[config.mk]
export PLATFORM = sky130hd
export DESIGN_NAME = text_console_cursor_engine
export DESIGN_NICKNAME = d
export VERILOG_FILES = /design/src/design/tcce_pkg.sv /design/src/design/text_console_cursor_engine.sv /design/src/design/tcce_front.sv /design/src/design/tcce_queue.sv /design/src/design/tcce_div.sv /design/src/design/tcce_back.sv
export SDC_FILE = /design/constraint.sdc
export NUM_CORES = 1
export LEC_CHECK = 0
export ABC_AREA = 1
export BUFFER_PORTS_ARGS = -buffer_cell sky130_fd_sc_hd__clkbuf_2
export CORE_MARGIN = 2
export CORE_UTILIZATION = 25
export DETAILED_ROUTE_END_ITERATION = 6
export HOLD_SLACK_MARGIN = 0.02
export REMOVE_ABC_BUFFERS = 1
export SYNTH_ARGS = -nofsm -noshare
export SYNTH_HDL_FRONTEND = slang
export SYNTH_SLANG_ARGS = --single-unit
[constraint.sdc]
create_clock -name clk -period 6.79 [get_ports clk]
set_input_delay 0.3395 -clock clk [delete_from_list [all_inputs] [get_ports clk]]
set_output_delay 0.3395 -clock clk [all_outputs]
set_load 0.01 [all_outputs]
[src/design/tcce_pkg.sv]
// Shared types, constants and helpers for the text console cursor engine.
package tcce_pkg;

  localparam int MAX_TAB_STOP = 16;
  localparam int TAB_W        = $clog2(MAX_TAB_STOP + 1);
  localparam int MAX_RESULTS  = 32;
  localparam int RES_CNT_W    = $clog2(MAX_RESULTS + 1);
  localparam logic [RES_CNT_W-1:0] TAB_SLOT_LIMIT = RES_CNT_W'(MAX_RESULTS - 2);

  localparam int CUR_W = 12;
  localparam int POS_W = 11;
  localparam logic [CUR_W-1:0] CUR_MAX = '1;
  localparam logic [POS_W-1:0] POS_MAX = '1;

  localparam int QUEUE_DEPTH = 2;
  localparam int QPTR_W      = $clog2(QUEUE_DEPTH);
  localparam int QCNT_W      = $clog2(QUEUE_DEPTH + 1);

  localparam int DIV_W      = CUR_W;
  localparam int DIVISOR_W  = 8;
  localparam int DIV_STEPS  = DIV_W;
  localparam int DIV_CNT_W  = $clog2(DIV_STEPS + 1);

  localparam int CFG_INDEX_W = 3;
  localparam int CFG_DATA_W  = 16;

  localparam logic [CFG_INDEX_W-1:0] REG_SCREEN_WIDTH  = 3'd0;
  localparam logic [CFG_INDEX_W-1:0] REG_SCREEN_HEIGHT = 3'd1;
  localparam logic [CFG_INDEX_W-1:0] REG_GLYPH_WIDTH   = 3'd2;
  localparam logic [CFG_INDEX_W-1:0] REG_GLYPH_HEIGHT  = 3'd3;
  localparam logic [CFG_INDEX_W-1:0] REG_LINE_COLUMNS  = 3'd4;
  localparam logic [CFG_INDEX_W-1:0] REG_TAB_STOP      = 3'd5;
  localparam logic [CFG_INDEX_W-1:0] REG_NO_SCROLL     = 3'd6;
  localparam logic [CFG_INDEX_W-1:0] REG_GLYPH_RANGE   = 3'd7;

  localparam logic [7:0] CHAR_BS    = 8'd8;
  localparam logic [7:0] CHAR_TAB   = 8'd9;
  localparam logic [7:0] CHAR_LF    = 8'd10;
  localparam logic [7:0] CHAR_CR    = 8'd13;
  localparam logic [7:0] CHAR_SPACE = 8'd32;

  typedef enum logic [1:0] {
    CMD_DRAW   = 2'd0,
    CMD_SCROLL = 2'd1,
    CMD_CLEAR  = 2'd2
  } cmd_t;

  typedef enum logic [2:0] {
    KIND_BS,
    KIND_CR,
    KIND_LF,
    KIND_TAB,
    KIND_DRAW
  } kind_t;

  typedef struct packed {
    logic [7:0] code;
    kind_t      kind;
    logic       printable;
  } item_t;

  typedef struct packed {
    logic [10:0] screen_width;
    logic [10:0] screen_height;
    logic [7:0]  glyph_width;
    logic [7:0]  glyph_height;
    logic [7:0]  line_columns;
    logic [4:0]  tab_stop;
    logic        no_scroll;
    logic [15:0] glyph_range;
  } cfg_t;

  localparam cfg_t CFG_RESET = '{
    screen_width:  11'd320,
    screen_height: 11'd240,
    glyph_width:   8'd8,
    glyph_height:  8'd12,
    line_columns:  8'd40,
    tab_stop:      5'd8,
    no_scroll:     1'b0,
    glyph_range:   16'd24352
  };

  typedef struct packed {
    logic              full;
    logic              empty;
    logic [QCNT_W-1:0] count;
  } q_stat_t;

  typedef enum logic [3:0] {
    ST_IDLE,
    ST_WRAP,
    ST_ACT,
    ST_TAB_CHK,
    ST_TAB_WRAP,
    ST_TAB_DRAW,
    ST_TAB_DIV,
    ST_TAB_MOD,
    ST_DONE
  } state_t;

  function automatic logic is_printable(input logic [7:0] c, input logic [15:0] rng);
    logic [8:0] lim;
    lim = {1'b0, rng[7:0]} + {1'b0, rng[15:8]};
    return (c >= rng[7:0]) && ({1'b0, c} < lim);
  endfunction

endpackage

[src/design/text_console_cursor_engine.sv]
// Top level: configuration registers, front end, queue and back end.
// Path: a request passes the queue, the back-end item register and a pending register.
// The back-end sequencer finishes one character before it takes the next from the queue.
// Tab: each space runs the bit-serial divider twice unless the glyph width is zero.
// Line wraps are handled in a wrap state every character passes; results wait on stall.
// Reset: cursor homes, registers take defaults, queue empties; no clearing pass.
module text_console_cursor_engine (
  input  logic                             clk,
  input  logic                             rst,
  input  logic                             char_valid,
  output logic                             char_stall,
  input  logic [7:0]                       char_code,
  output logic                             cmd_valid,
  input  logic                             cmd_stall,
  output logic [1:0]                       command,
  output logic [7:0]                       glyph_code,
  output logic [tcce_pkg::POS_W-1:0]       pos_x,
  output logic [tcce_pkg::POS_W-1:0]       pos_y,
  output logic                             last,
  input  logic                             cfg_we,
  input  logic [tcce_pkg::CFG_INDEX_W-1:0] cfg_index,
  input  logic [tcce_pkg::CFG_DATA_W-1:0]  cfg_data
);
  import tcce_pkg::*;

  cfg_t    cfg;
  item_t   push_item;
  item_t   q_item;
  q_stat_t q_stat;
  logic    q_push;
  logic    q_pop;

  always_ff @(posedge clk) begin
    if (rst) begin
      cfg <= CFG_RESET;
    end else if (cfg_we) begin
      unique case (cfg_index)
        REG_SCREEN_WIDTH:  cfg.screen_width  <= cfg_data[10:0];
        REG_SCREEN_HEIGHT: cfg.screen_height <= cfg_data[10:0];
        REG_GLYPH_WIDTH:   cfg.glyph_width   <= cfg_data[7:0];
        REG_GLYPH_HEIGHT:  cfg.glyph_height  <= cfg_data[7:0];
        REG_LINE_COLUMNS:  cfg.line_columns  <= cfg_data[7:0];
        REG_TAB_STOP:      cfg.tab_stop      <= cfg_data[4:0];
        REG_NO_SCROLL:     cfg.no_scroll     <= cfg_data[0];
        REG_GLYPH_RANGE:   cfg.glyph_range   <= cfg_data[15:0];
        default:           cfg               <= cfg;
      endcase
    end
  end

  tcce_front u_front (
    .char_valid (char_valid),
    .char_code  (char_code),
    .cfg        (cfg),
    .q_stat     (q_stat),
    .char_stall (char_stall),
    .push       (q_push),
    .item       (push_item)
  );

  tcce_queue u_queue (
    .clk       (clk),
    .rst       (rst),
    .push      (q_push),
    .push_item (push_item),
    .pop       (q_pop),
    .pop_item  (q_item),
    .stat      (q_stat)
  );

  tcce_back u_back (
    .clk        (clk),
    .rst        (rst),
    .cfg        (cfg),
    .q_item     (q_item),
    .q_stat     (q_stat),
    .pop        (q_pop),
    .cmd_valid  (cmd_valid),
    .cmd_stall  (cmd_stall),
    .command    (command),
    .glyph_code (glyph_code),
    .pos_x      (pos_x),
    .pos_y      (pos_y),
    .last       (last)
  );

  a_ctl_fields_zero: assert property (@(posedge clk) disable iff (rst)
    cmd_valid && (command != CMD_DRAW) |->
      (glyph_code == '0) && (pos_x == '0) && (pos_y == '0))
    else $error("scroll or clear request carries nonzero fields");

  a_pop_nonempty: assert property (@(posedge clk) disable iff (rst)
    q_pop |-> (q_stat.count != '0))
    else $error("back end popped an empty queue");

  a_queue_bound: assert property (@(posedge clk) disable iff (rst)
    q_stat.count <= QCNT_W'(QUEUE_DEPTH))
    else $error("queue count out of range");

  a_reset_quiet: assert property (@(posedge clk) disable iff (rst)
    $past(rst) |-> !cmd_valid)
    else $error("result valid right after reset");

endmodule

[src/design/tcce_front.sv]
// Front end: accepts character requests and classifies them for the queue.
module tcce_front (
  input  logic             char_valid,
  input  logic [7:0]       char_code,
  input  tcce_pkg::cfg_t   cfg,
  input  tcce_pkg::q_stat_t q_stat,
  output logic             char_stall,
  output logic             push,
  output tcce_pkg::item_t  item
);
  import tcce_pkg::*;

  assign char_stall = q_stat.full;
  assign push       = char_valid && !q_stat.full;

  always_comb begin
    item.code      = char_code;
    item.printable = is_printable(char_code, cfg.glyph_range);
    unique case (char_code)
      CHAR_BS:  item.kind = KIND_BS;
      CHAR_CR:  item.kind = KIND_CR;
      CHAR_LF:  item.kind = KIND_LF;
      CHAR_TAB: item.kind = KIND_TAB;
      default:  item.kind = KIND_DRAW;
    endcase
  end

endmodule

[src/design/tcce_queue.sv]
// Short queue of classified characters between front and back end.
module tcce_queue (
  input  logic              clk,
  input  logic              rst,
  input  logic              push,
  input  tcce_pkg::item_t   push_item,
  input  logic              pop,
  output tcce_pkg::item_t   pop_item,
  output tcce_pkg::q_stat_t stat
);
  import tcce_pkg::*;

  item_t             slots [QUEUE_DEPTH];
  logic [QPTR_W-1:0] wr_ptr;
  logic [QPTR_W-1:0] rd_ptr;
  logic [QCNT_W-1:0] count;

  always_ff @(posedge clk) begin
    if (rst) begin
      wr_ptr <= '0;
      rd_ptr <= '0;
      count  <= '0;
    end else begin
      if (push) begin
        wr_ptr <= wr_ptr + QPTR_W'(1);
      end
      if (pop) begin
        rd_ptr <= rd_ptr + QPTR_W'(1);
      end
      unique case ({push, pop})
        2'b10:   count <= count + QCNT_W'(1);
        2'b01:   count <= count - QCNT_W'(1);
        default: count <= count;
      endcase
    end
  end

  always_ff @(posedge clk) begin
    if (push) begin
      slots[wr_ptr] <= push_item;
    end
  end

  assign pop_item   = slots[rd_ptr];
  assign stat.full  = (count == QCNT_W'(QUEUE_DEPTH));
  assign stat.empty = (count == '0);
  assign stat.count = count;

endmodule

[src/design/tcce_div.sv]
// Bit-serial restoring divider, one quotient bit per cycle.
module tcce_div (
  input  logic                           clk,
  input  logic                           rst,
  input  logic                           start,
  input  logic [tcce_pkg::DIV_W-1:0]     dividend,
  input  logic [tcce_pkg::DIVISOR_W-1:0] divisor,
  output logic                           busy,
  output logic [tcce_pkg::DIV_W-1:0]     quotient,
  output logic [tcce_pkg::DIVISOR_W-1:0] remainder
);
  import tcce_pkg::*;

  logic [DIV_CNT_W-1:0] steps;
  logic [DIVISOR_W-1:0] dsr;
  logic [DIVISOR_W:0]   shifted;
  logic [DIVISOR_W:0]   trial;
  logic                 fits;

  assign shifted = {remainder, quotient[DIV_W-1]};
  assign fits    = shifted >= {1'b0, dsr};
  assign trial   = shifted - {1'b0, dsr};

  always_ff @(posedge clk) begin
    if (rst) begin
      busy  <= 1'b0;
      steps <= '0;
    end else if (start) begin
      busy  <= 1'b1;
      steps <= DIV_CNT_W'(DIV_STEPS);
    end else if (busy) begin
      steps <= steps - DIV_CNT_W'(1);
      if (steps == DIV_CNT_W'(1)) begin
        busy <= 1'b0;
      end
    end
  end

  always_ff @(posedge clk) begin
    if (start) begin
      quotient  <= dividend;
      remainder <= '0;
      dsr       <= divisor;
    end else if (busy) begin
      quotient  <= {quotient[DIV_W-2:0], fits};
      remainder <= fits ? trial[DIVISOR_W-1:0] : shifted[DIVISOR_W-1:0];
    end
  end

endmodule

[src/design/tcce_back.sv]
// Back end: cursor sequencer, tab divider and result output register.
module tcce_back (
  input  logic                       clk,
  input  logic                       rst,
  input  tcce_pkg::cfg_t             cfg,
  input  tcce_pkg::item_t            q_item,
  input  tcce_pkg::q_stat_t          q_stat,
  output logic                       pop,
  output logic                       cmd_valid,
  input  logic                       cmd_stall,
  output logic [1:0]                 command,
  output logic [7:0]                 glyph_code,
  output logic [tcce_pkg::POS_W-1:0] pos_x,
  output logic [tcce_pkg::POS_W-1:0] pos_y,
  output logic                       last
);
  import tcce_pkg::*;

  state_t               state;
  state_t               state_next;
  item_t                item;
  logic [CUR_W-1:0]     col;
  logic [CUR_W-1:0]     row;
  logic [CUR_W-1:0]     col_next;
  logic [CUR_W-1:0]     row_next;
  logic [RES_CNT_W-1:0] res_cnt;

  logic                 pend_valid;
  cmd_t                 pend_cmd;
  logic [7:0]           pend_code;
  logic [POS_W-1:0]     pend_x;
  logic [POS_W-1:0]     pend_y;

  cmd_t                 out_cmd;

  logic                 emit_req;
  cmd_t                 emit_cmd;
  logic [7:0]           emit_code;
  logic [POS_W-1:0]     emit_x;
  logic [POS_W-1:0]     emit_y;

  logic                 out_free;
  logic                 adv;
  logic                 move;
  logic                 is_done;

  logic [CUR_W:0]       col_gw;
  logic [CUR_W-1:0]     adv_col;
  logic                 wrap_over;
  logic                 wrap_flag;
  logic [CUR_W:0]       lf_sum;
  logic                 lf_over;
  logic [CUR_W-1:0]     row_add;
  cmd_t                 lf_cmd;
  logic [CUR_W-1:0]     lf_row;
  logic [15:0]          bs_prod;
  logic [CUR_W-1:0]     bs_col;
  logic [CUR_W-1:0]     row_up;
  logic [TAB_W-1:0]     tab_eff;
  logic                 sp_print;
  logic [POS_W-1:0]     draw_x;

  logic                 div_start;
  logic [DIV_W-1:0]     div_dividend;
  logic [DIVISOR_W-1:0] div_divisor;
  logic                 div_busy;
  logic [DIV_W-1:0]     div_quo;
  logic [DIVISOR_W-1:0] div_rem;

  tcce_div u_div (
    .clk       (clk),
    .rst       (rst),
    .start     (div_start),
    .dividend  (div_dividend),
    .divisor   (div_divisor),
    .busy      (div_busy),
    .quotient  (div_quo),
    .remainder (div_rem)
  );

  assign col_gw    = {1'b0, col} + (CUR_W + 1)'(cfg.glyph_width);
  assign adv_col   = col_gw[CUR_W] ? CUR_MAX : col_gw[CUR_W-1:0];
  assign wrap_over = col_gw > (CUR_W + 1)'(cfg.screen_width);
  assign lf_sum    = {1'b0, row} + (CUR_W + 1)'({cfg.glyph_height, 1'b0});
  assign lf_over   = lf_sum > (CUR_W + 1)'(cfg.screen_height);
  assign row_add   = row + CUR_W'(cfg.glyph_height);
  assign lf_cmd    = cfg.no_scroll ? CMD_CLEAR : CMD_SCROLL;
  assign lf_row    = lf_over ? (cfg.no_scroll ? '0 : row) : row_add;
  assign bs_prod   = {8'd0, cfg.line_columns - 8'd1} * {8'd0, cfg.glyph_width};
  assign bs_col    = (cfg.line_columns == '0) ? '0 :
                     (bs_prod > 16'(CUR_MAX)) ? CUR_MAX : bs_prod[CUR_W-1:0];
  assign row_up    = (row >= CUR_W'(cfg.glyph_height)) ? row - CUR_W'(cfg.glyph_height) : '0;
  assign sp_print  = is_printable(CHAR_SPACE, cfg.glyph_range);
  assign wrap_flag = (state == ST_WRAP) ? item.printable : sp_print;
  assign draw_x    = (col > CUR_W'(POS_MAX)) ? POS_MAX : col[POS_W-1:0];

  always_comb begin
    if (cfg.tab_stop == '0) begin
      tab_eff = TAB_W'(1);
    end else if (int'(cfg.tab_stop) > MAX_TAB_STOP) begin
      tab_eff = TAB_W'(MAX_TAB_STOP);
    end else begin
      tab_eff = TAB_W'(cfg.tab_stop);
    end
  end

  always_comb begin
    state_next = state;
    unique case (state)
      ST_IDLE: begin
        if (!q_stat.empty) state_next = ST_WRAP;
      end
      ST_WRAP: begin
        state_next = (item.kind == KIND_TAB) ? ST_TAB_CHK : ST_ACT;
      end
      ST_ACT: begin
        state_next = ST_DONE;
      end
      ST_TAB_CHK: begin
        state_next = (res_cnt > TAB_SLOT_LIMIT) ? ST_DONE : ST_TAB_WRAP;
      end
      ST_TAB_WRAP: begin
        state_next = ST_TAB_DRAW;
      end
      ST_TAB_DRAW: begin
        state_next = (cfg.glyph_width == '0) ? ST_DONE : ST_TAB_DIV;
      end
      ST_TAB_DIV: begin
        if (!div_busy) state_next = ST_TAB_MOD;
      end
      ST_TAB_MOD: begin
        if (!div_busy) state_next = (div_rem == '0) ? ST_DONE : ST_TAB_CHK;
      end
      ST_DONE: begin
        state_next = ST_IDLE;
      end
      default: begin
        state_next = ST_IDLE;
      end
    endcase
  end

  always_comb begin
    emit_req  = 1'b0;
    emit_cmd  = CMD_DRAW;
    emit_code = '0;
    emit_x    = '0;
    emit_y    = '0;
    col_next  = col;
    row_next  = row;
    unique case (state)
      ST_WRAP, ST_TAB_WRAP: begin
        if (wrap_flag && wrap_over) begin
          col_next = '0;
          row_next = lf_row;
          emit_req = lf_over;
          emit_cmd = lf_cmd;
        end
      end
      ST_ACT: begin
        unique case (item.kind)
          KIND_BS: begin
            if (col >= CUR_W'(cfg.glyph_width)) begin
              col_next = col - CUR_W'(cfg.glyph_width);
            end else begin
              row_next = row_up;
              col_next = bs_col;
            end
          end
          KIND_CR: begin
            col_next = '0;
          end
          KIND_LF: begin
            row_next = lf_row;
            emit_req = lf_over;
            emit_cmd = lf_cmd;
            if (lf_over && cfg.no_scroll) col_next = '0;
          end
          KIND_DRAW: begin
            emit_req  = 1'b1;
            emit_code = item.code;
            emit_x    = draw_x;
            emit_y    = row[POS_W-1:0];
            col_next  = adv_col;
          end
          default: begin
            col_next = col;
          end
        endcase
      end
      ST_TAB_DRAW: begin
        emit_req  = 1'b1;
        emit_code = CHAR_SPACE;
        emit_x    = draw_x;
        emit_y    = row[POS_W-1:0];
        col_next  = adv_col;
      end
      default: begin
        emit_req = 1'b0;
      end
    endcase
  end

  assign is_done   = (state == ST_DONE);
  assign out_free  = !cmd_valid || !cmd_stall;
  assign adv       = ((emit_req || is_done) && pend_valid) ? out_free : 1'b1;
  assign move      = adv && pend_valid && (emit_req || is_done);
  assign pop       = (state == ST_IDLE) && !q_stat.empty;

  assign div_start    = adv && (((state == ST_TAB_DRAW) && (cfg.glyph_width != '0)) ||
                                ((state == ST_TAB_DIV) && !div_busy));
  assign div_dividend = (state == ST_TAB_DRAW) ? col_next : div_quo;
  assign div_divisor  = (state == ST_TAB_DRAW) ? cfg.glyph_width : DIVISOR_W'(tab_eff);

  always_ff @(posedge clk) begin
    if (rst) begin
      state      <= ST_IDLE;
      col        <= '0;
      row        <= '0;
      res_cnt    <= '0;
      pend_valid <= 1'b0;
      cmd_valid  <= 1'b0;
    end else begin
      if (adv) begin
        state <= state_next;
        col   <= col_next;
        row   <= row_next;
      end
      if (adv && emit_req) begin
        res_cnt <= res_cnt + RES_CNT_W'(1);
      end else if (adv && is_done) begin
        res_cnt <= '0;
      end
      if (adv && emit_req) begin
        pend_valid <= 1'b1;
      end else if (move) begin
        pend_valid <= 1'b0;
      end
      if (move) begin
        cmd_valid <= 1'b1;
      end else if (!cmd_stall) begin
        cmd_valid <= 1'b0;
      end
    end
  end

  always_ff @(posedge clk) begin
    if (pop) begin
      item <= q_item;
    end
    if (adv && emit_req) begin
      pend_cmd  <= emit_cmd;
      pend_code <= emit_code;
      pend_x    <= emit_x;
      pend_y    <= emit_y;
    end
    if (move) begin
      out_cmd    <= pend_cmd;
      glyph_code <= pend_code;
      pos_x      <= pend_x;
      pos_y      <= pend_y;
      last       <= is_done;
    end
  end

  assign command = out_cmd;

endmodule

-- Word-level counts from Yosys, hierarchy flattened
Memory sizes are Yosys's and may differ from the RTL's. A register that Yosys moved wholly into a read port is not among the register bits.
Index checks and enable logic that the tools add are counted.
- flip-flop bits (word level): 206
- latch bits: 0
- bits in writable memories: 24
- memory bits (read-only): 0
- input port bits: 32
- output and inout bits: 35
- memories kept: 1
- add/subtract/negate cells: 14
- $mul: 1
- divide/modulo/power cells: 0
- order comparisons: 13
- equality and inequality tests: 35
- shift-type cells: 0
- mux-type cells: 61
- bitwise gates (word level): 0
- reduce and logical (&&, ||, !) cells: 49
- memories (name ; depth ; width ; rd ports ; clocked after memory_dff ; write ports ; RTL line ; RTL):
    u_queue.slots ; 2 ; 12 ; 1 ; 1 ; 1 ; tcce_queue.sv:13 ; item_t slots [QUEUE_DEPTH];
- operators by type and width (cell ; count):
    two-way mux 12 bit ; 14
    case mux 12 bit (2 select lines) ; 2
    case mux 12 bit (4 select lines) ; 1
    case mux 11 bit (2 select lines) ; 2
    case mux 12 bit (3 select lines) ; 1
    two-way mux 11 bit ; 3
    equality test 8 x 4 -> 1 bit (second input constant) ; 4
    two-way mux 4 bit ; 8
    case mux 4 bit (8 select lines) ; 1
    greater-than comparator 13 x 11 -> 1 bit ; 2
    >= comparator 12 x 8 -> 1 bit ; 2
    zero test 8 bit ; 3
    subtractor 12 x 8 -> 12 bit ; 2
    AND reduction 2 bit ; 9
    equality test 4 x 3 -> 1 bit (second input constant) ; 4
    greater-than comparator 16 x 12 -> 1 bit (second input constant) ; 1
    multiplier 8 x 8 -> 16 bit ; 1
    two-way mux 8 bit ; 2
    case mux 8 bit (2 select lines) ; 1
    equality test 3 bit (second input constant) ; 5
    two-way mux 5 bit ; 3
    logical AND 1 bit ; 14
    adder 12 x 8 -> 13 bit ; 1
    adder 12 x 9 -> 13 bit ; 1
    46 further kinds ; 86

-- Longest topological paths before layout
Gate-level depths: netlist (run 1).
- word-level depth: 14
- gate-level depth with buffers: 36
- mapped depth without buffers: 35

-- Modules after synthesis
A second synthesis (run 1) with hierarchy kept.
- cells, all modules: 2361
- area total of the unflattened synthesis: 17574.4 µm²
- by module, submodules not included (module ; times used ; cells each ; area an instance (µm²)):
    tcce_back ; 1 ; 1546 ; 11074.4
    text_console_cursor_engine ; 1 ; 381 ; 2656.3
    tcce_div ; 1 ; 236 ; 1900.6
    tcce_queue ; 1 ; 70 ; 1129.8
    tcce_front ; 1 ; 128 ; 813.3

-- Worst setup path before layout (run 1)
No wires, ideal clock.
- kind: register to register
- from: register, netlist name cfg[22]
- to: register u_back.u_div.quotient[9] (netlist bit) (data pin)
- setup time: 0.252 ns
- arrival: 5.377 ns
- required time: 6.538 ns
- path slack: 1.160 ns
- cell stages (with the launch flop): 32
- path buffers: 2
- clock period less this slack: 5.630 ns
- cell sequence: dfxtp_1 -> clkbuf_1 -> inv_1 -> ha_1 -> clkbuf_1 -> or2_2 -> fa_1 -> fa_1 -> inv_1 -> fa_1 -> inv_1 -> fa_1 -> inv_1 -> ha_1 -> nand2_1 -> nand2_1 -> nand2_1 -> nand2_1 -> nand2_1 -> nand3_1 -> nand2_1 -> nand2_1 -> nor2_1 -> nand2_1 -> o21ai_0 -> nand2_1 -> nand3_1 -> nand3_1 -> nand2_1 -> nand2_1 -> nand2_1 -> nand2_1
- word-level cells in the longest chain between the ends: 10
- elaborated cells between the ends (all ways): 11
- ends and longest elaborated chain (element ; RTL line ; RTL):
    subtractor 8 x 1 -> 8 bit ; tcce_back.sv:89 ; assign bs_prod = {8'd0, cfg.line_columns - 8'd1} * {8'd0, cfg.glyph_width};
    multiplier 8 x 8 -> 16 bit ; tcce_back.sv:89 ;
    greater-than comparator 16 x 12 -> 1 bit ; tcce_back.sv:91 ; (bs_prod > 16'(CUR_MAX)) ? CUR_MAX : bs_prod[CUR_W-1:0];
    two-way mux 12 bit ; tcce_back.sv:91 ;
    two-way mux 12 bit (*) ; tcce_back.sv:90 ; assign bs_col = (cfg.line_columns == '0) ? '0 :
    two-way mux 12 bit (*) ; tcce_back.sv:163 ; if (col >= CUR_W'(cfg.glyph_width)) begin
    case mux 12 bit (4 select lines) (*) ; tcce_back.sv:161 ; unique case (item.kind)
    case mux 12 bit (3 select lines) (*) ; tcce_back.sv:151 ; unique case (state)
    two-way mux 12 bit (*) ; tcce_back.sv:212 ; assign div_dividend = (state == ST_TAB_DRAW) ? col_next : div_quo;
    two-way mux 12 bit (*) ; tcce_div.sv:40 ; if (start) begin
    end signal, assigned ; tcce_div.sv:41 ; quotient <= dividend;
    end signal, assigned ; tcce_div.sv:45 ; quotient <= {quotient[DIV_W-2:0], fits};
    end, declared ; tcce_div.sv:9 ; output logic [tcce_pkg::DIV_W-1:0] quotient,
Mark *: on every way between the ends. The rest lies on a longest branch, timed or not. The select of a mux whose other input is x is not followed.
A chain may end at the register's enable or synchronous reset.

-- Final worst setup path (run 1)
- from: register, netlist name cfg[22]
- to: register u_back.u_div.quotient[9] (netlist bit) (data pin)
- word-level cells in the longest chain between the ends: 10
- elaborated cells between the ends (all ways): 11
- ends and longest elaborated chain (element ; RTL line):
    subtractor 8 x 1 -> 8 bit ; tcce_back.sv:89
    multiplier 8 x 8 -> 16 bit ; tcce_back.sv:89
    greater-than comparator 16 x 12 -> 1 bit ; tcce_back.sv:91
    two-way mux 12 bit ; tcce_back.sv:91
    two-way mux 12 bit (*) ; tcce_back.sv:90
    two-way mux 12 bit (*) ; tcce_back.sv:163
    case mux 12 bit (4 select lines) (*) ; tcce_back.sv:161
    case mux 12 bit (3 select lines) (*) ; tcce_back.sv:151
    two-way mux 12 bit (*) ; tcce_back.sv:212
    two-way mux 12 bit (*) ; tcce_div.sv:40
Marked as above.

==> results of run 1 <==
==> power groups by stage <==
stage          Clock, mW  Combinational [mW]  Sequential, mW
5_1_grt             1.50                2.64            2.02
6_report            1.41                2.30            1.99
3_5_place_dp           0                2.29            2.02
2_1_floorplan          0                1.72            1.95
4_1_cts             1.45                2.30            1.99
3_3_place_gp           0                2.28            2.02
==> cell families after synthesis <==
kind of cell | count (synthesis)
mux | 1
flops | 242
buf+inv | 373
xor+xnor | 49
simple gates | 960
compound gates | 352
fa+ha+maj | 179
==> repair_timing <==
item / CTS / global route
setup buffers: 0 / 0
endpoints found under the hold margin: 7 / 0
endpoints found under the setup margin: 0 / 7
resized for setup: 0 / 2
hold buffers: 6 / 0
==> synth_stat cells (all sizes together) <==
cell / n
nand2: 482
inv: 303
nor2: 293
a21oi: 163
ha: 136
o21ai: 123
dfxtp: 121
edfxtp: 121
nand3: 113
clkbuf: 46
fa: 43
xor2: 33
nand4: 24
nor3: 22
buf: 20
xnor2: 16
o211ai: 14
a21boi: 11
nor4: 11
or2: 8
o21bai: 7
o22ai: 7
o21a: 6
clkinv: 4
o31ai: 4
a211oi: 3
a21o: 3
nand3b: 3
a221oi: 2
a22oi: 2
a31oi: 2
and3: 2
o311ai: 2
and2: 1
mux2i: 1
nor3b: 1
o22a: 1
o311a: 1
o31a: 1
==> metrics by stage <==
step	area, um^2	total power, mW	setup WS (ns)	util (%)
after CTS	18590	5.742	0.3746	28.38
after detailed placement	17670	4.307	0.4256	26.98
after global routing	18600	6.169	0.01929	28.39
after floorplan	16160	3.670	1.273	-
final	18600	5.714	0.6386	28.39
after global placement	17670	4.298	0.5862	26.98
==> sequential cells by signal, indices dropped and copies added (netlist names), 12 cells and up <==
| name | cells |
|---|---|
| u_back.row | 12 |
| u_back.u_div.quotient | 12 |
| u_back.item | 12 |
| cfg | 68 |
| u_back.col | 12 |
| u_queue.slots | 24 |
==> routing by layer <==
layer / part of all wire [%] / wire [um] / track usage [%]
met5: 0 / 0 / 0
met4: 1.8 / 773 / 2.397
met3: 4.6 / 2009 / 1.603
met2: 44 / 19090 / 20.17
met1: 50 / 21670 / 18.74
==> cell type report <==
type | count | area (um^2)
Fill cell | 7092 | 46910
Timing Repair Buffer | 85 | 488.0
Sequential cell | 242 | 6056
Clock buffer | 41 | 789.5
Tap cell | 864 | 1081
Inverter | 307 | 1152
Clock inverter | 8 | 67.56
Multi-Input combinational cell | 1541 | 8965
==> worst paths after layout <==
check                                  startpoint                        to  slack, ns  cells past startpoint
worst min-delay path                 char_code[5]       u_queue.slots[1][9]       0.09                      1
worst max-delay path                      cfg[22]  u_back.u_div.quotient[9]       0.64                     32
worst min register to register  u_back.pend_x[10]          u_back.pos_x[10]       0.42                      0
worst max register to register            cfg[22]  u_back.u_div.quotient[9]       0.64                     32
==> flow_metrics.tcl, run 1 <==
set metrics [dict create \
    leakagePower_nw 8.652 \
    ioPinCount 67 \
    synth-compound-area-share_pct 11.79 \
    grt_setup_unrepaired "false" \
    critical-path-max-stage-delay_ns 0.54 \
    synth_top_family_by_area "simple AND/OR/NAND/NOR gates" \
    cts-buffers-inserted 27 \
    fp.dieArea_um2 67970 \
    cp_slowest_cell "fa_1" \
    coreArea_um2 65510 \
    global_route.usage.total_pct 12.80 \
    crit_path_start_kind "flip-flop" \
    p_comb_share_pct 40.3 \
    peak_vdd_ir_uv 205.5 \
    clock-root-buffer "clkbuf_16" \
    routed_wl_um 43550 \
    layout.nets 2415 \
    worstMarginPinSlew_ns 1.059 \
    cp.arrival_ns 6.43 \
    ys_seq_elements 242 \
    final_common_cell "nand2_1" \
    cts_max_level 1 \
    layout_common_cells "nand2_1 (477), inv_1 (290), nor2_1 (284)" \
    start_util_pct 25.15 \
    layout_worst_path_cycle_share_pct 90.59 \
    internal_power_mw 3.408 \
    timing.max_cap.violations 0 \
    netlist-cell-type-count 55 \
    netlist_area_um2 16470 \
    critical_path.endpoint_type "flip-flop" \
    period_needed_ns 6.151 \
    grt_pass1_vias 12820 \
    cells_taking_the_most_area_after_synthesis "edfxtp_1 (22%), dfxtp_1 (15%), nand2_1 (11%), ha_1 (10%), inv_1 (6.6%)" \
    floorplan.rows 94 \
    io_buffer_count 66 \
    detailedRoute.firstPassIterationCount 5 \
    criticalPathCategory "flip-flop to flip-flop" \
    global_route.overflow_total 0 \
    overall_die_width_um 260.7 \
    clkLatencyLatePin_ns 0.54 \
    outcome "complete, no violations" \
    sequential_cell_fraction_of_total_power_pct 34.9 \
    number_of_antenna_violations_at_the_first_check_in_global_routing 1 \
    ys_warn_count 0 \
    wl_per_cell_um 14.10 \
    fin_cells 3088 \
    finalSetupViolations 0 \
    fraction_of_final_layout_cells_with_drive_strength_greater_than_1_pct 7.464 \
    cp_max_fo 8 \
    clk_pin_slew_worst_setup_hold_paths_ns 0.06 \
    post-synth-top-area-fraction_pct 22.06 \
    cts_buffer_depth 3 \
    synth_adder_area_share_pct 15.55 \
    dr_total_vias 13750 \
    path_buf_inv 6 \
    antenna_violating_nets_post_route 0 \
    min-delay-path-class "primary input to flip-flop" \
    synthToLayoutAreaGrowth_pct 12.90 \
    gate_count_post_synth 2156 \
    hpwlAfterDp_um 33710 \
    die_h_um 260.7 \
    timing.final.max_slew_violations 0 \
    syn-mean-instance-area_um2 7.641 \
    grt_start_max_net_pins 89 \
    antenna_cells_inserted 0 \
    seq_area_frac_synth_pct 36.76 \
    netlist.top_cell.by_area "edfxtp_1" \
    power.share.clock_pct 24.8 \
    wire_length_of_the_first_global_routing_pass_um 70230 \
    synth.area.mux_share_pct 0.06076 \
    final_gp_congestion 0.8945 \
    power.density_nw_per_um2 307.2 \
    dr.first_iter.drc_count 855 \
    drt_via_density 4.453 \
    finalSetupTns_ns 0 \
    drc 0 \
    power.switching_fraction_pct 40.36 \
    synth_xor_xnor_area_share_pct 2.605 \
    clock_sinks 242 \
    whs_ns 0.08510 \
    finalHoldViolations 0 \
    critical_path.most_common_cell "nand2_1" \
    max_freq_mhz 162.6 \
    final.setup_skew_ns 0.01818 \
    synth_simple_gate_area_share_pct 24.33 \
    tritoncts "yes" \
    worst_slew_margin_rel_pct 29.14 \
    worst_ep_required_time_ns 7.07 \
    p_sw_mw 2.306 \
    instance_count_after_placement_with_tap_cells_included 3033 \
    cpLargestDelayFamily "adder cells" \
]
Note: power is estimated with default switching activity, not from simulation.
==> run 2: changes to the inputs <==
- CTS_BUF_LIST: not set -> sky130_fd_sc_hd__clkbuf_4 sky130_fd_sc_hd__clkbuf_8
==> run 2 against run 1 <==
Effect of this change: wire length rose by 0.94%; sequential share of layout area shrank 0.25 points; flip-flop and latch count unchanged; fmax grew 0.79%; non-clock buffer count did not move; final cell count is 1.0% higher; cell area is 0.77% higher; power grew 2.7%; sequential power barely moved; clock power rose by 11%; register-to-register slack better by 0.05 ns.
==> flow_metrics.tcl, run 2 (synthesis results as in run 1) <==
set metrics [dict create \
    outcome "complete, no violations" \
    number_of_antenna_violations_at_the_first_check_in_global_routing 0 \
    cp_max_fo 8 \
    fraction_of_final_layout_cells_with_drive_strength_greater_than_1_pct 9.091 \
    wire_length_of_the_first_global_routing_pass_um 70570 \
    timing.critical_path.depth 32 \
    drc 0 \
    cp_slowest_cell "fa_1" \
    finalSetupTns_ns 0 \
    min_path_cells 1 \
    largest_registers "cfg x68, u_queue.slots x24" \
    cts_max_level 2 \
    dr.first_iter.drc_count 865 \
    cts-buffers-inserted 43 \
    final_common_cell "nand2_1" \
    fp.dieArea_um2 67970 \
    min-delay-path-class "primary input to flip-flop" \
    max_freq_mhz 163.8 \
    clkLatencyLatePin_ns 0.58 \
    period_needed_ns 6.103 \
    cp.arrival_ns 6.43 \
    crit_path_start_kind "flip-flop" \
    instance_count_after_placement_with_tap_cells_included 3033 \
    ff2ff_path_depth 32 \
    criticalPathCategory "flip-flop to flip-flop" \
    leakagePower_nw 8.760 \
    power.density_nw_per_um2 313.0 \
    floorplan.rows 94 \
    ioPinCount 67 \
    layout_worst_path_cycle_share_pct 89.89 \
    die_h_um 260.7 \
    antenna_violating_nets_post_route 0 \
    fillerInstances 7084 \
    dr_total_vias 13890 \
    wl_met3_um 2277 \
    worst_slew_margin_rel_pct 29.27 \
    max_reg_flops 68 \
    coreArea_um2 65510 \
    top_register "cfg" \
    synthToLayoutAreaGrowth_pct 13.77 \
    cpLargestDelayFamily "adder cells" \
    detailedRoute.firstPassIterationCount 5 \
    start_util_pct 25.15 \
    finalSetupViolations 0 \
    critical_path.endpoint_type "flip-flop" \
    drt_via_density 4.454 \
    cts_buffer_depth 3 \
    grt_pass1_vias 12990 \
    global_route.overflow_total 0 \
    final_gp_congestion 0.8945 \
    fin_cells 3119 \
    critical_path.most_common_cell "nand2_1" \
    antenna_cells_inserted 0 \
    grt_start_max_net_pins 89 \
    timing.final.max_slew_violations 0 \
    critical-path-max-stage-delay_ns 0.54 \
    hpwlAfterDp_um 33710 \
    clock-root-buffer "clkbuf_8" \
    global_route.usage.total_pct 12.96 \
    grt_setup_unrepaired "false" \
    peak_vdd_ir_uv 141.6 \
    path_buf_inv 6 \
    clock_sinks 242 \
    met2WireLength_um 19190 \
    overall_die_width_um 260.7 \
    layout.nets 2431 \
    finalHoldViolations 0 \
    clk_pin_slew_worst_setup_hold_paths_ns 0.06 \
    final.setup_skew_ns 0.02073 \
    wl_per_cell_um 14.09 \
    worstMarginPinSlew_ns 1.057 \
    timing.max_cap.violations 0 \
    io_buffer_count 66 \
    routed_wl_um 43960 \
    layout_common_cells "nand2_1 (477), inv_1 (290), nor2_1 (284)" \
    tritoncts "yes" \
    worst_ep_required_time_ns 7.12 \
    top_signal_layer_used "met4" \
    detail_route.wirelength.met1_um 21610 \
]
run 2: power by group:
group / leakage, nW / internal, mW / switching [mW]
Sequential: 2.10 / 1.80 / 0.200
Combinational: 6.13 / 0.776 / 1.53
Clock: 0.529 / 0.947 / 0.621
Total: 8.76 / 3.52 / 2.35
run 2: layout make-up:
cell class                      instances  area [um^2]  area share [%]
Clock buffer                           66        802.0           4.279
Clock inverter                         14        198.9           1.061
Inverter                              307         1152           6.148
Multi-Input combinational cell       1541         8965           47.83
Sequential cell                       242         6056           32.31
Tap cell                              864         1081           5.768
Timing Repair Buffer                   85        488.0           2.603
run 2: worst paths after layout:
kind,from,to,slack (ns)
max,cfg[22],u_back.u_div.quotient[9],0.69
min,char_code[2],u_queue.slots[0][6],0.06
max reg2reg,cfg[22],u_back.u_div.quotient[9],0.69
min reg2reg,u_back.pend_y[5],u_back.pos_y[5],0.41
run 2: what timing repair did:
action	in CTS	in global routing
buffers inserted	0	0
gates resized for setup	0	2
hold buffers	6	0
endpoints found under the setup margin	0	5
hold endpoints to repair	7	0
run 2: metrics by stage:
step	utilization [%]	cell area (um^2)	power (mW)	setup WS (ns)	hold slack (ns)
6_report	28.61	18740	5.866	0.6867	0.06085
5_1_grt	28.61	18740	6.335	0.03795	0.03098
4_1_cts	28.60	18730	5.904	0.4107	0.02464
3_5_place_dp	26.98	17670	4.307	0.4256	0.4045
3_3_place_gp	26.98	17670	4.298	0.5862	0.4011
2_1_floorplan	-	16160	3.670	1.273	0.4003
run 2: layer usage:
metal / GRT usage, % / vias up
met4: 3.238 / 0
li1: - / 7161
met3: 1.875 / 53
met2: 20.17 / 322
met1: 18.70 / 6357
met5: 0 / -
